<file path="config.mk">
export PLATFORM = sky130hd
export DESIGN_NAME = byte_token_bucket_limiter_unit
export DESIGN_NICKNAME = d
export VERILOG_FILES = /design/src/hdl/btbl_pkg.sv /design/src/hdl/btbl_front.sv /design/src/hdl/btbl_fifo.sv /design/src/hdl/btbl_back.sv /design/src/hdl/byte_token_bucket_limiter_unit.sv
export VERILOG_INCLUDE_DIRS = /design/src /design/src/hdl
export SDC_FILE = /design/constraint.sdc
export NUM_CORES = 1
export LEC_CHECK = 0
export BUFFER_PORTS_ARGS = -buffer_cell sky130_fd_sc_hd__buf_2
export CORE_MARGIN = 4
export CORE_UTILIZATION = 69
export DETAILED_ROUTE_END_ITERATION = 6
export GPL_TIMING_DRIVEN = 0
export PLACE_DENSITY_LB_ADDON = 0.1
export SETUP_SLACK_MARGIN = 0.1
export SYNTH_ARGS = -nofsm -noshare
export SYNTH_HDL_FRONTEND = slang
export SYNTH_HIERARCHICAL = 1
export SYNTH_SLANG_ARGS = --single-unit
</file>
<file path="constraint.sdc">
create_clock -name clk_i -period 15.8 [get_ports clk_i]
set_clock_uncertainty 0.2 [all_clocks]
set_input_delay 3.16 -clock clk_i [delete_from_list [all_inputs] [get_ports clk_i]]
set_output_delay 3.16 -clock clk_i [all_outputs]
set_load 0.01 [all_outputs]
</file>
<file path="src/hdl/assert_macros.svh">
// Assertion helpers for the limiter blocks.
// Both expect clk_i and rst_ni in the enclosing module.
`ifndef ASSERT_MACROS_SVH
`define ASSERT_MACROS_SVH

// Property checked on every clock edge outside reset.
`define BTBL_ASSERT(label, prop, msg) \
  label: assert property (@(posedge clk_i) disable iff (!rst_ni) (prop)) \
    else $error(msg);

// Implication checked in the next cycle outside reset.
`define BTBL_ASSERT_NEXT(label, ante, cons, msg) \
  label: assert property (@(posedge clk_i) disable iff (!rst_ni) (ante) |=> (cons)) \
    else $error(msg);

`endif

</file>
<file path="src/hdl/btbl_pkg.sv">
`default_nettype none

package btbl_pkg;

  localparam int unsigned RATE_W         = 32;
  localparam int unsigned TOKEN_W        = 42;
  localparam int unsigned COUNT_W        = 33;
  localparam int unsigned MS_W           = 10;
  localparam int unsigned MILLI_W        = 10;
  localparam int unsigned MS_PER_SECOND  = 1000;
  localparam int unsigned MILLI_PER_BYTE = 1000;
  localparam int unsigned QUEUE_DEPTH    = 2;

  typedef enum logic {
    KIND_REQUEST = 1'b0,
    KIND_TICK    = 1'b1
  } kind_e;

  // Classification of one item, passed from front to back.
  typedef struct packed {
    kind_e kind;
    logic  zero_bytes;
  } flags_t;

endpackage

`default_nettype wire

</file>
<file path="src/hdl/btbl_front.sv">
`default_nettype none

module btbl_front import btbl_pkg::*; #(
  parameter int unsigned REQUEST_BITS = 16
) (
  input  wire logic                              clk_i,
  input  wire logic                              rst_ni,
  input  wire logic                              s_valid_i,
  output logic                                   s_ready_o,
  input  wire kind_e                             s_kind_i,
  input  wire logic [REQUEST_BITS-1:0]           s_bytes_i,
  output logic                                   q_valid_o,
  input  wire logic                              q_ready_i,
  output flags_t                                 q_flags_o,
  output logic [REQUEST_BITS-1:0]                q_bytes_o,
  output logic [REQUEST_BITS+MILLI_W-1:0]        q_need_o
);

  localparam int unsigned NEED_W = REQUEST_BITS + MILLI_W;

  logic                    valid_d, valid_q;
  flags_t                  flags_d, flags_q;
  logic [REQUEST_BITS-1:0] bytes_d, bytes_q;
  logic [NEED_W-1:0]       need_d, need_q;
  logic                    take;

  assign s_ready_o = !valid_q || q_ready_i;
  assign take      = s_valid_i && s_ready_o;

  always_comb begin
    valid_d = valid_q;
    flags_d = flags_q;
    bytes_d = bytes_q;
    need_d  = need_q;
    if (s_ready_o) begin
      valid_d = s_valid_i;
    end
    if (take) begin
      flags_d.kind       = s_kind_i;
      flags_d.zero_bytes = (s_bytes_i == '0);
      bytes_d            = s_bytes_i;
      // milli-bytes this request would draw from the bucket
      need_d             = NEED_W'(s_bytes_i) * NEED_W'(MILLI_PER_BYTE);
    end
  end

  always_ff @(posedge clk_i or negedge rst_ni) begin
    if (!rst_ni) begin
      valid_q <= 1'b0;
    end else begin
      valid_q <= valid_d;
    end
  end

  always_ff @(posedge clk_i) begin
    flags_q <= flags_d;
    bytes_q <= bytes_d;
    need_q  <= need_d;
  end

  assign q_valid_o = valid_q;
  assign q_flags_o = flags_q;
  assign q_bytes_o = bytes_q;
  assign q_need_o  = need_q;

endmodule

`default_nettype wire

</file>
<file path="src/hdl/btbl_fifo.sv">
`default_nettype none

`include "assert_macros.svh"

module btbl_fifo import btbl_pkg::*; #(
  parameter int unsigned WIDTH = 8,
  parameter int unsigned DEPTH = 2
) (
  input  wire logic             clk_i,
  input  wire logic             rst_ni,
  input  wire logic             wr_valid_i,
  output logic                  wr_ready_o,
  input  wire logic [WIDTH-1:0] wr_data_i,
  output logic                  rd_valid_o,
  input  wire logic             rd_ready_i,
  output logic [WIDTH-1:0]      rd_data_o
);

  localparam int unsigned PTR_W = (DEPTH > 1) ? $clog2(DEPTH) : 1;
  localparam int unsigned CNT_W = $clog2(DEPTH + 1);

  logic [WIDTH-1:0] mem_q [DEPTH];
  logic [PTR_W-1:0] wr_ptr_d, wr_ptr_q, rd_ptr_d, rd_ptr_q;
  logic [CNT_W-1:0] count_d, count_q;
  logic             push, pop;

  assign wr_ready_o = (count_q != CNT_W'(DEPTH));
  assign rd_valid_o = (count_q != '0);
  assign push       = wr_valid_i && wr_ready_o;
  assign pop        = rd_valid_o && rd_ready_i;
  assign rd_data_o  = mem_q[rd_ptr_q];

  always_comb begin
    wr_ptr_d = wr_ptr_q;
    rd_ptr_d = rd_ptr_q;
    count_d  = count_q;
    if (push) begin
      wr_ptr_d = (wr_ptr_q == PTR_W'(DEPTH - 1)) ? '0 : wr_ptr_q + 1'b1;
    end
    if (pop) begin
      rd_ptr_d = (rd_ptr_q == PTR_W'(DEPTH - 1)) ? '0 : rd_ptr_q + 1'b1;
    end
    if (push && !pop) begin
      count_d = count_q + 1'b1;
    end else if (pop && !push) begin
      count_d = count_q - 1'b1;
    end
  end

  always_ff @(posedge clk_i or negedge rst_ni) begin
    if (!rst_ni) begin
      wr_ptr_q <= '0;
      rd_ptr_q <= '0;
      count_q  <= '0;
    end else begin
      wr_ptr_q <= wr_ptr_d;
      rd_ptr_q <= rd_ptr_d;
      count_q  <= count_d;
    end
  end

  always_ff @(posedge clk_i) begin
    if (push) begin
      mem_q[wr_ptr_q] <= wr_data_i;
    end
  end

  `BTBL_ASSERT(a_count_bound, count_q <= CNT_W'(DEPTH), "queue count beyond depth")

endmodule

`default_nettype wire

</file>
<file path="src/hdl/btbl_back.sv">
`default_nettype none

`include "assert_macros.svh"

module btbl_back import btbl_pkg::*; #(
  parameter int unsigned REQUEST_BITS = 16
) (
  input  wire logic                              clk_i,
  input  wire logic                              rst_ni,
  input  wire logic                              cfg_we_i,
  input  wire logic [RATE_W-1:0]                 cfg_wdata_i,
  input  wire logic                              q_valid_i,
  output logic                                   q_ready_o,
  input  wire flags_t                            q_flags_i,
  input  wire logic [REQUEST_BITS-1:0]           q_bytes_i,
  input  wire logic [REQUEST_BITS+MILLI_W-1:0]   q_need_i,
  output logic                                   m_valid_o,
  input  wire logic                              m_ready_i,
  output logic                                   m_accepted_o,
  output logic [COUNT_W-1:0]                     m_recent_o
);

  logic [RATE_W-1:0]  rate_d, rate_q;
  logic [TOKEN_W-1:0] cap_d, cap_q;
  logic [TOKEN_W-1:0] token_d, token_q;
  logic [MS_W-1:0]    ms_d, ms_q;
  logic [COUNT_W-1:0] this_d, this_q;
  logic [COUNT_W-1:0] last_d, last_q;
  logic               out_valid_d, out_valid_q;
  logic               accepted_d, accepted_q;
  logic [COUNT_W-1:0] recent_d, recent_q;

  logic               pop, is_tick, unlimited, enough, grant, deduct, second_end;
  logic [TOKEN_W:0]   tok_sum;
  logic [TOKEN_W-1:0] tick_tok, need_ext;
  logic [COUNT_W:0]   cnt_sum;
  logic [COUNT_W-1:0] cnt_add;

  assign q_ready_o  = !out_valid_q || m_ready_i;
  assign pop        = q_valid_i && q_ready_o;
  assign is_tick    = (q_flags_i.kind == KIND_TICK);
  assign unlimited  = (rate_q == '0);
  assign need_ext   = TOKEN_W'(q_need_i);
  assign enough     = (token_q >= need_ext);
  assign grant      = is_tick || q_flags_i.zero_bytes || unlimited || enough;
  assign deduct     = !is_tick && !q_flags_i.zero_bytes && !unlimited && enough;
  assign second_end = (ms_q >= MS_W'(MS_PER_SECOND - 1));

  // refill, capped at the bucket size
  assign tok_sum  = {1'b0, token_q} + (TOKEN_W + 1)'(rate_q);
  assign tick_tok = (tok_sum > {1'b0, cap_q}) ? cap_q : tok_sum[TOKEN_W-1:0];

  // saturate the current-second counter
  assign cnt_sum = {1'b0, this_q} + (COUNT_W + 1)'(q_bytes_i);
  assign cnt_add = cnt_sum[COUNT_W] ? {COUNT_W{1'b1}} : cnt_sum[COUNT_W-1:0];

  always_comb begin
    rate_d      = rate_q;
    cap_d       = cap_q;
    token_d     = token_q;
    ms_d        = ms_q;
    this_d      = this_q;
    last_d      = last_q;
    out_valid_d = out_valid_q;
    accepted_d  = accepted_q;
    recent_d    = recent_q;

    if (m_ready_i) begin
      out_valid_d = 1'b0;
    end

    if (pop) begin
      if (is_tick) begin
        if (second_end) begin
          last_d = this_q;
          this_d = '0;
          ms_d   = '0;
        end else begin
          ms_d = ms_q + 1'b1;
        end
        if (!unlimited) begin
          token_d = tick_tok;
        end
      end else if (deduct) begin
        token_d = token_q - need_ext;
        this_d  = cnt_add;
      end
      out_valid_d = 1'b1;
      accepted_d  = grant;
      recent_d    = (this_d > last_d) ? this_d : last_d;
    end

    // rate write refills the bucket
    if (cfg_we_i) begin
      rate_d  = cfg_wdata_i;
      cap_d   = TOKEN_W'(cfg_wdata_i) * TOKEN_W'(MILLI_PER_BYTE);
      token_d = cap_d;
    end
  end

  always_ff @(posedge clk_i or negedge rst_ni) begin
    if (!rst_ni) begin
      rate_q      <= '0;
      cap_q       <= '0;
      token_q     <= '0;
      ms_q        <= '0;
      this_q      <= '0;
      last_q      <= '0;
      out_valid_q <= 1'b0;
    end else begin
      rate_q      <= rate_d;
      cap_q       <= cap_d;
      token_q     <= token_d;
      ms_q        <= ms_d;
      this_q      <= this_d;
      last_q      <= last_d;
      out_valid_q <= out_valid_d;
    end
  end

  always_ff @(posedge clk_i) begin
    accepted_q <= accepted_d;
    recent_q   <= recent_d;
  end

  assign m_valid_o    = out_valid_q;
  assign m_accepted_o = accepted_q;
  assign m_recent_o   = recent_q;

  `BTBL_ASSERT(a_token_within_cap, token_q <= cap_q, "token store above bucket size")
  `BTBL_ASSERT_NEXT(a_tick_granted, pop && is_tick, m_valid_o && m_accepted_o,
                    "tick reported as refused")
  `BTBL_ASSERT_NEXT(a_unlimited_granted, pop && unlimited, m_valid_o && m_accepted_o,
                    "request refused at unlimited rate")

endmodule

`default_nettype wire

</file>
<file path="src/hdl/byte_token_bucket_limiter_unit.sv">
// A request is registered in the front stage, the queue and the back stage
// before its result is valid. Throughput: one request per cycle unless the
// output stalls; the back-stage token and counter update is an add, compare
// and select per request. A 2-entry queue lets the front keep accepting while
// the output stalls. Reset (rst_ni low, asynchronous): rate 0 (unlimited),
// empty bucket, meters cleared, all pipeline stages empty.
`default_nettype none

module byte_token_bucket_limiter_unit import btbl_pkg::*; #(
  parameter int unsigned REQUEST_BITS = 16
) (
  input  wire logic                                  clk_i,
  input  wire logic                                  rst_ni,
  input  wire logic                                  cfg_we_i,
  input  wire logic [RATE_W-1:0]                     cfg_wdata_i,  // bytes_per_second
  input  wire logic                                  s_axis_tvalid_i,
  output logic                                       s_axis_tready_o,
  input  wire logic [((REQUEST_BITS+7)/8)*8-1:0]     s_axis_tdata_i,  // byte_count
  input  wire logic                                  s_axis_tuser_i,  // kind
  output logic                                       m_axis_tvalid_o,
  input  wire logic                                  m_axis_tready_i,
  output logic [((COUNT_W+7)/8)*8-1:0]               m_axis_tdata_o,  // recent_bytes
  output logic                                       m_axis_tuser_o   // accepted
);

  localparam int unsigned NEED_W    = REQUEST_BITS + MILLI_W;
  localparam int unsigned ENTRY_W   = $bits(flags_t) + REQUEST_BITS + NEED_W;
  localparam int unsigned M_TDATA_W = ((COUNT_W + 7) / 8) * 8;

  logic                    fq_valid, fq_ready;
  flags_t                  fq_flags;
  logic [REQUEST_BITS-1:0] fq_bytes;
  logic [NEED_W-1:0]       fq_need;
  logic [ENTRY_W-1:0]      wr_entry, rd_entry;
  logic                    qb_valid, qb_ready;
  flags_t                  qb_flags;
  logic [REQUEST_BITS-1:0] qb_bytes;
  logic [NEED_W-1:0]       qb_need;
  logic [COUNT_W-1:0]      recent;

  btbl_front #(
    .REQUEST_BITS(REQUEST_BITS)
  ) u_front (
    .clk_i     (clk_i),
    .rst_ni    (rst_ni),
    .s_valid_i (s_axis_tvalid_i),
    .s_ready_o (s_axis_tready_o),
    .s_kind_i  (kind_e'(s_axis_tuser_i)),
    .s_bytes_i (s_axis_tdata_i[REQUEST_BITS-1:0]),
    .q_valid_o (fq_valid),
    .q_ready_i (fq_ready),
    .q_flags_o (fq_flags),
    .q_bytes_o (fq_bytes),
    .q_need_o  (fq_need)
  );

  assign wr_entry = {fq_flags, fq_bytes, fq_need};

  btbl_fifo #(
    .WIDTH(ENTRY_W),
    .DEPTH(QUEUE_DEPTH)
  ) u_fifo (
    .clk_i      (clk_i),
    .rst_ni     (rst_ni),
    .wr_valid_i (fq_valid),
    .wr_ready_o (fq_ready),
    .wr_data_i  (wr_entry),
    .rd_valid_o (qb_valid),
    .rd_ready_i (qb_ready),
    .rd_data_o  (rd_entry)
  );

  assign qb_flags = flags_t'(rd_entry[ENTRY_W-1 -: $bits(flags_t)]);
  assign qb_bytes = rd_entry[NEED_W +: REQUEST_BITS];
  assign qb_need  = rd_entry[NEED_W-1:0];

  btbl_back #(
    .REQUEST_BITS(REQUEST_BITS)
  ) u_back (
    .clk_i        (clk_i),
    .rst_ni       (rst_ni),
    .cfg_we_i     (cfg_we_i),
    .cfg_wdata_i  (cfg_wdata_i),
    .q_valid_i    (qb_valid),
    .q_ready_o    (qb_ready),
    .q_flags_i    (qb_flags),
    .q_bytes_i    (qb_bytes),
    .q_need_i     (qb_need),
    .m_valid_o    (m_axis_tvalid_o),
    .m_ready_i    (m_axis_tready_i),
    .m_accepted_o (m_axis_tuser_o),
    .m_recent_o   (recent)
  );

  assign m_axis_tdata_o = M_TDATA_W'(recent);

endmodule

`default_nettype wire
</file>
# Word level (Yosys, flattened, before mapping)
# Memories as Yosys holds them, arrays and structs flattened.
# Index checks and enable logic that the tools add are counted.
dict set report classes {
  add_sub_neg 8
  mul 2
  order_cmp 4
  eq_ne 2
  n_mux 24
  n_reduce_logical 29
}
# op count
set op_table {}
lappend op_table {{33-bit two-way mux} 9}
lappend op_table {{42-bit two-way mux} 6}
lappend op_table {{42-bit by 32-bit adder with 43-bit output} 1}
lappend op_table {{43-bit by 42-bit > comparator with 1-bit output} 1}
lappend op_table {{42-bit by 26-bit greater-or-equal comparator with 1-bit output} 1}
lappend op_table {{42-bit by 26-bit subtractor with 42-bit output} 1}
lappend op_table {{32-bit by 7-bit multiplier with 39-bit output, second input constant} 1}
lappend op_table {{33-bit by 16-bit adder with 34-bit output} 1}
lappend op_table {{33-bit > comparator} 1}
lappend op_table {{32-bit zero test} 1}
lappend op_table {{16-bit by 7-bit multiplier with 23-bit output, second input constant} 1}
lappend op_table {{16-bit zero test} 1}
lappend op_table {{10-bit by 1-bit adder with 10-bit output, second input constant} 1}
lappend op_table {{10-bit greater-or-equal comparator, second input constant} 1}
lappend op_table {{10-bit two-way mux} 1}
lappend op_table {{1-bit logical AND} 8}
lappend op_table {{2-bit nonzero test} 4}
lappend op_table {{1-bit zero test} 7}
lappend op_table {{1-bit two-way mux} 6}
lappend op_table {{1-bit logical OR} 5}
lappend op_table {{2-bit two-way mux} 2}
lappend op_table {{3-bit != test, second input constant} 1}
lappend op_table {{3-bit AND reduction} 1}
lappend op_table {{3-bit nonzero test} 1}
lappend op_table {{5 further kinds} 6}
dict set report totals {
  reg_bits 270
  ram_bits 82
  in_bits 54
  output_inout_bits 43
  wordCells 87
  mem_count 1
}
# name words word_bits rd rd_ports_with_merged_regs wr line_no
set memory_table {}
lappend memory_table {u_fifo.mem_q 2 41 1 0 1 btbl_fifo.sv:22} ;# logic [WIDTH-1:0] mem_q [DEPTH];

# Depth between registers and ports, before layout
# An unclocked memory read counts as a cell.
dict set report logic_depth {
  ltp_word 10
  ltp_mapped 28
  depth_no_buf 23
}

# Modules after synthesis
# Netlist, hierarchy kept.
# mod n_inst cells_per_inst area_per_inst_um2
set by_module_without_submodules {}
lappend by_module_without_submodules {btbl_back 1 2433 22405.2}
lappend by_module_without_submodules {btbl_front 1 379 4257.8}
lappend by_module_without_submodules {btbl_fifo 1 155 3569.7}
lappend by_module_without_submodules {byte_token_bucket_limiter_unit 1 8 56.3}

# Worst setup path after synthesis
# Ideal clock, no wire load.
dict set report synth_path {
  path_kind {in2reg}
  from {input cfg_wdata_i[0]}
  to {register u_back.cap_q[41]}
  arrival_ps 7696
  required_ps 15475
  path_slack_ps 7779
  path_stages 16
  n_path_buf 0
  cell_sequence {fa_1 -> inv_1 -> fa_1 -> fa_1 -> inv_1 -> fa_1 -> ha_1 -> o21ai_0 -> nor4_1 -> nor4b_1 -> a2111oi_0 -> nor4_1 -> nor3b_1 -> o22ai_1 -> xnor2_1 -> mux2_2}
}
dict set report synth_between {
  elab_chain_cells 1
}
# element line_no
set synth_rtl {}
lappend synth_rtl {{from (decl)} byte_token_bucket_limiter_unit.sv:15} ;# input wire logic [RATE_W-1:0] cfg_wdata_i,
lappend synth_rtl {{32-bit by 7-bit multiplier with 39-bit output} btbl_back.sv:96} ;# cap_d = TOKEN_W'(cfg_wdata_i) * TOKEN_W'(MILLI_PER_BYTE);
lappend synth_rtl {{to (signal assigned)} btbl_back.sv:112} ;# cap_q <= cap_d;
lappend synth_rtl {{to (decl)} btbl_back.sv:24} ;# logic [TOKEN_W-1:0] cap_d, cap_q;
# Every way passes these cells.
# A chain may end at the register's enable or synchronous reset.

# Final worst setup path
# Ends and elaborated chain as after synthesis.

==> flow_summary.toml <==
[worst_setup_path]
cpMostUsedCell = "fa_1"
crit_type = "in2reg"
setup.worst_path.start = "cfg_wdata_i[0]"
worst_setup_path_end_kind = "flop"
arrival_ns = 8.92
path_cells = "buf_2 -> fa_1 -> inv_1 -> fa_1 -> fa_1 -> inv_1 -> fa_1 -> ha_1 -> o21ai_0 -> nor4_1 -> nor4b_1 -> a2111oi_1 -> clkdlybuf4s18_2 -> nor4_1 -> nor3b_1 -> o22ai_1 -> xnor2_1 -> mux2_2"
path_buf_inv = 4
reg2reg_from = "u_fifo/rd_ptr_q$_DFFE_PN0P_"
cp_top_family = "adder cells"
crit_required_ns = 16.05
startpoint_type = "primary input"
cp_max_fo = 5
cp_slowest_cell = "nor4b_1"
cpPeakStageDelay_ns = 0.91

[timing]
finalWorstSetupSlack_ns = 7.13
rsz0062_at_grt = "false"
finalSetupViolCount = 0
hold_viol_final = 0
max_slew.worst_pin.slew_ns = 1.16
min_period_ns = 8.67
relSlewSlack_pct = 22.1
fin_setup_tns_ns = 0
final_max_slew_viol_count = 0
fmax_ghz = 0.115
post-route-period-util_pct = 54.9

[layout]
nets = 3643
drive_gt1_share_pct = 12.1
mostFrequentLayoutCell = "ha_1"
final_cell_mix = "294 x ha_1, 232 x inv_1, 217 x nand2_1, 193 x dfrtp_1, 190 x a21oi_1"
antenna_cells = 0
area_growth_pct = 9.03

[synth]
synth_area_um2 = 30300
synth-edff-count = 161
syn_inst = 2975
yosysUniqueCellTypes = 105
synth-warning-count = 6
seq_area_frac_synth_pct = 31.9
avgSynthCellArea_um2 = 10.2
ys_ff_latch = 354
ys_async_sr_fraction_pct = 54.5
ys_dominant_reg_cell = "dfrtp_1"

[pwr]
comb_power_share_pct = 68.5
p_seq_share_pct = 19.4
powerDensity_nw_per_um2 = 247
p_clk_share_pct = 12.1
internal_power_uw = 4070
leakagePower_uw = 0.0146
p_sw_uw = 4090
max-vdd-ir-drop_mv = 0.165
switching_share_pct = 50.1

[die]
fp.dieW_um = 218
io_pins = 97
die_y_um = 218
start_util_pct = 70.0
core_um2 = 43300
row_count = 76
die-area_um2 = 47300

[worst_hold_path]
hp-start = "u_front/q_need_o[15]$_DFFE_PP_"
worst_hold_path_type = "reg2reg"

[route]
avgRoutedWirePerCell_um = 24.7
drt-total-wl_um = 92500
drt-initial-drc-count = 3047
drt_first_pass_iters = 7
ant_nets = 0
drc = 2
viasPerCell = 6.80
vias = 25400

[clock_network]
cts-resized-gates = 0
clk_pin_slew_ns = 0.06
insertion_delay_ns = 0.58
post_cts_buffers = 0
cts_hold_buf = 0
clockRootBuffer = "clkbuf_16"
cts_buffer_depth = 3
cts_num_sinks = 354
cts_tree = "yes"
htreeDepth = 2
cts_buffers = 41

[place]
place_congestion = 1.05
dp_slack_ns = 6.72
dpl.hpwl_um = 70900
numPortBuffers = 89

[global_route]
grt_overflow = 0
grt_max_degree = 103
grt_first_pass_wirelength_um = 142000
grt_pass1_vias = 25300
grt.total_usage_pct = 38.6
antenna_found_initial = 0

[run]
max_cap_violations = 0

[outcome]
failed_checks = "DRC"
status = "complete, but fails checks"
[registers in the layout, summed over array words and instances, names as in the netlist, 2 cells and up]
signal	cells
u_back/m_recent_o	33
u_back/token_q	42
u_back/rate_q	32
u_front/q_bytes_o	16
u_fifo/mem_q	88
u_front/q_need_o	21
u_back/ms_q	10
u_front/q_flags_o	2
u_back/last_q	33
u_fifo/count_q	2
u_back/this_q	33
u_back/cap_q	37
[cells in the mapped netlist (all sizes together), types with 47 or more instances]
cell type / number / area (µm²)
inv: 232 / 871
mux2: 129 / 1600
xnor2: 72 / 631
edfxtp: 161 / 4830
nand2: 218 / 826
mux2i: 63 / 631
nor2: 156 / 593
ha: 294 / 3680
nand3: 71 / 365
a21o: 63 / 473
o21ai: 155 / 780
clkbuf: 75 / 282
xor2: 51 / 447
fa: 175 / 3500
dfrtp: 193 / 4830
nor3: 58 / 312
buf: 47 / 349
a21oi: 193 / 977
[power groups by stage]
stage	Sequential [µW]	Combinational (µW)	Clock (µW)
floorplan	1510	3840	0
global placement	1580	5110	0
detailed placement	1590	5340	0
CTS	1570	5410	997
global route	1600	6010	1030
finish	1580	5590	990
[worst paths after layout]
path                                                    to  slack, ns  cells after the start
max                           u_back/cap_q[41]$_DFFE_PN0P_       7.13                     18
min                          u_fifo/mem_q[0][15]$_DFFE_PP_       0.24                      0
max reg2reg                u_back/m_recent_o[16]$_DFFE_PP_       7.48                     24
min reg2reg                  u_fifo/mem_q[0][15]$_DFFE_PP_       0.24                      0
max in group asynchronous     u_back/cap_q[35]$_DFFE_PN0P_      11.97                      2
min in group asynchronous    u_back/this_q[32]$_DFFE_PN0P_       2.43                      1
[cells by family (layout without fill, tap and decap cells)]
logic type,after synthesis,in the layout,synth area share (%)
multiplexers,192,192,7.36
flip-flops,354,354,31.9
buffers and inverters,356,525,4.98
AO/OA/AOI/OAI,749,749,16.4
adder cells (fa/ha/maj),469,469,23.7
AND/OR/NAND/NOR,730,730,12.1
XOR/XNOR,123,123,3.56
other,2,10,0.0248
[area by class of cell]
type,count,area (µm²)
plain buffers,122,632
clock buffers,60,1240
clock inverters,15,156
fillers,2871,10200
inverters,234,878
multi-input cells,2273,19200
flip-flops and latches,354,9660
well taps,585,732
repair buffers,94,553
[metal layers]
| layer | track usage (%) | wire length [µm] | part of all wire (%) | vias to the layer above |
|---|---|---|---|---|
| li1 | - | - | - | 11100 |
| met1 | 52.5 | 36300 | 39 | 12400 |
| met2 | 61.2 | 42500 | 46 | 1518 |
| met3 | 6.41 | 8900 | 9.6 | 347 |
| met4 | 17.7 | 4760 | 5.1 | 0 |
| met5 | 0 | 0 | 0 | - |
[stage by stage]
| stage | power [µW] | cell area [µm²] | util, % | cells | hold WS, ns |
|---|---|---|---|---|---|
| after floorplan | 5360 | 30300 | - | 2983 | 0.221 |
| after global placement | 6690 | 31500 | 72.8 | 3657 | 0.224 |
| after detailed placement | 6930 | 31600 | 73.1 | 3662 | 0.232 |
| after CTS | 7980 | 33000 | 76.3 | 3737 | 0.242 |
| after global routing | 8650 | 33000 | 76.3 | 3737 | 0.246 |
| final | 8160 | 33000 | 76.3 | 3737 | 0.242 |
(Power assumes the default switching activity.)
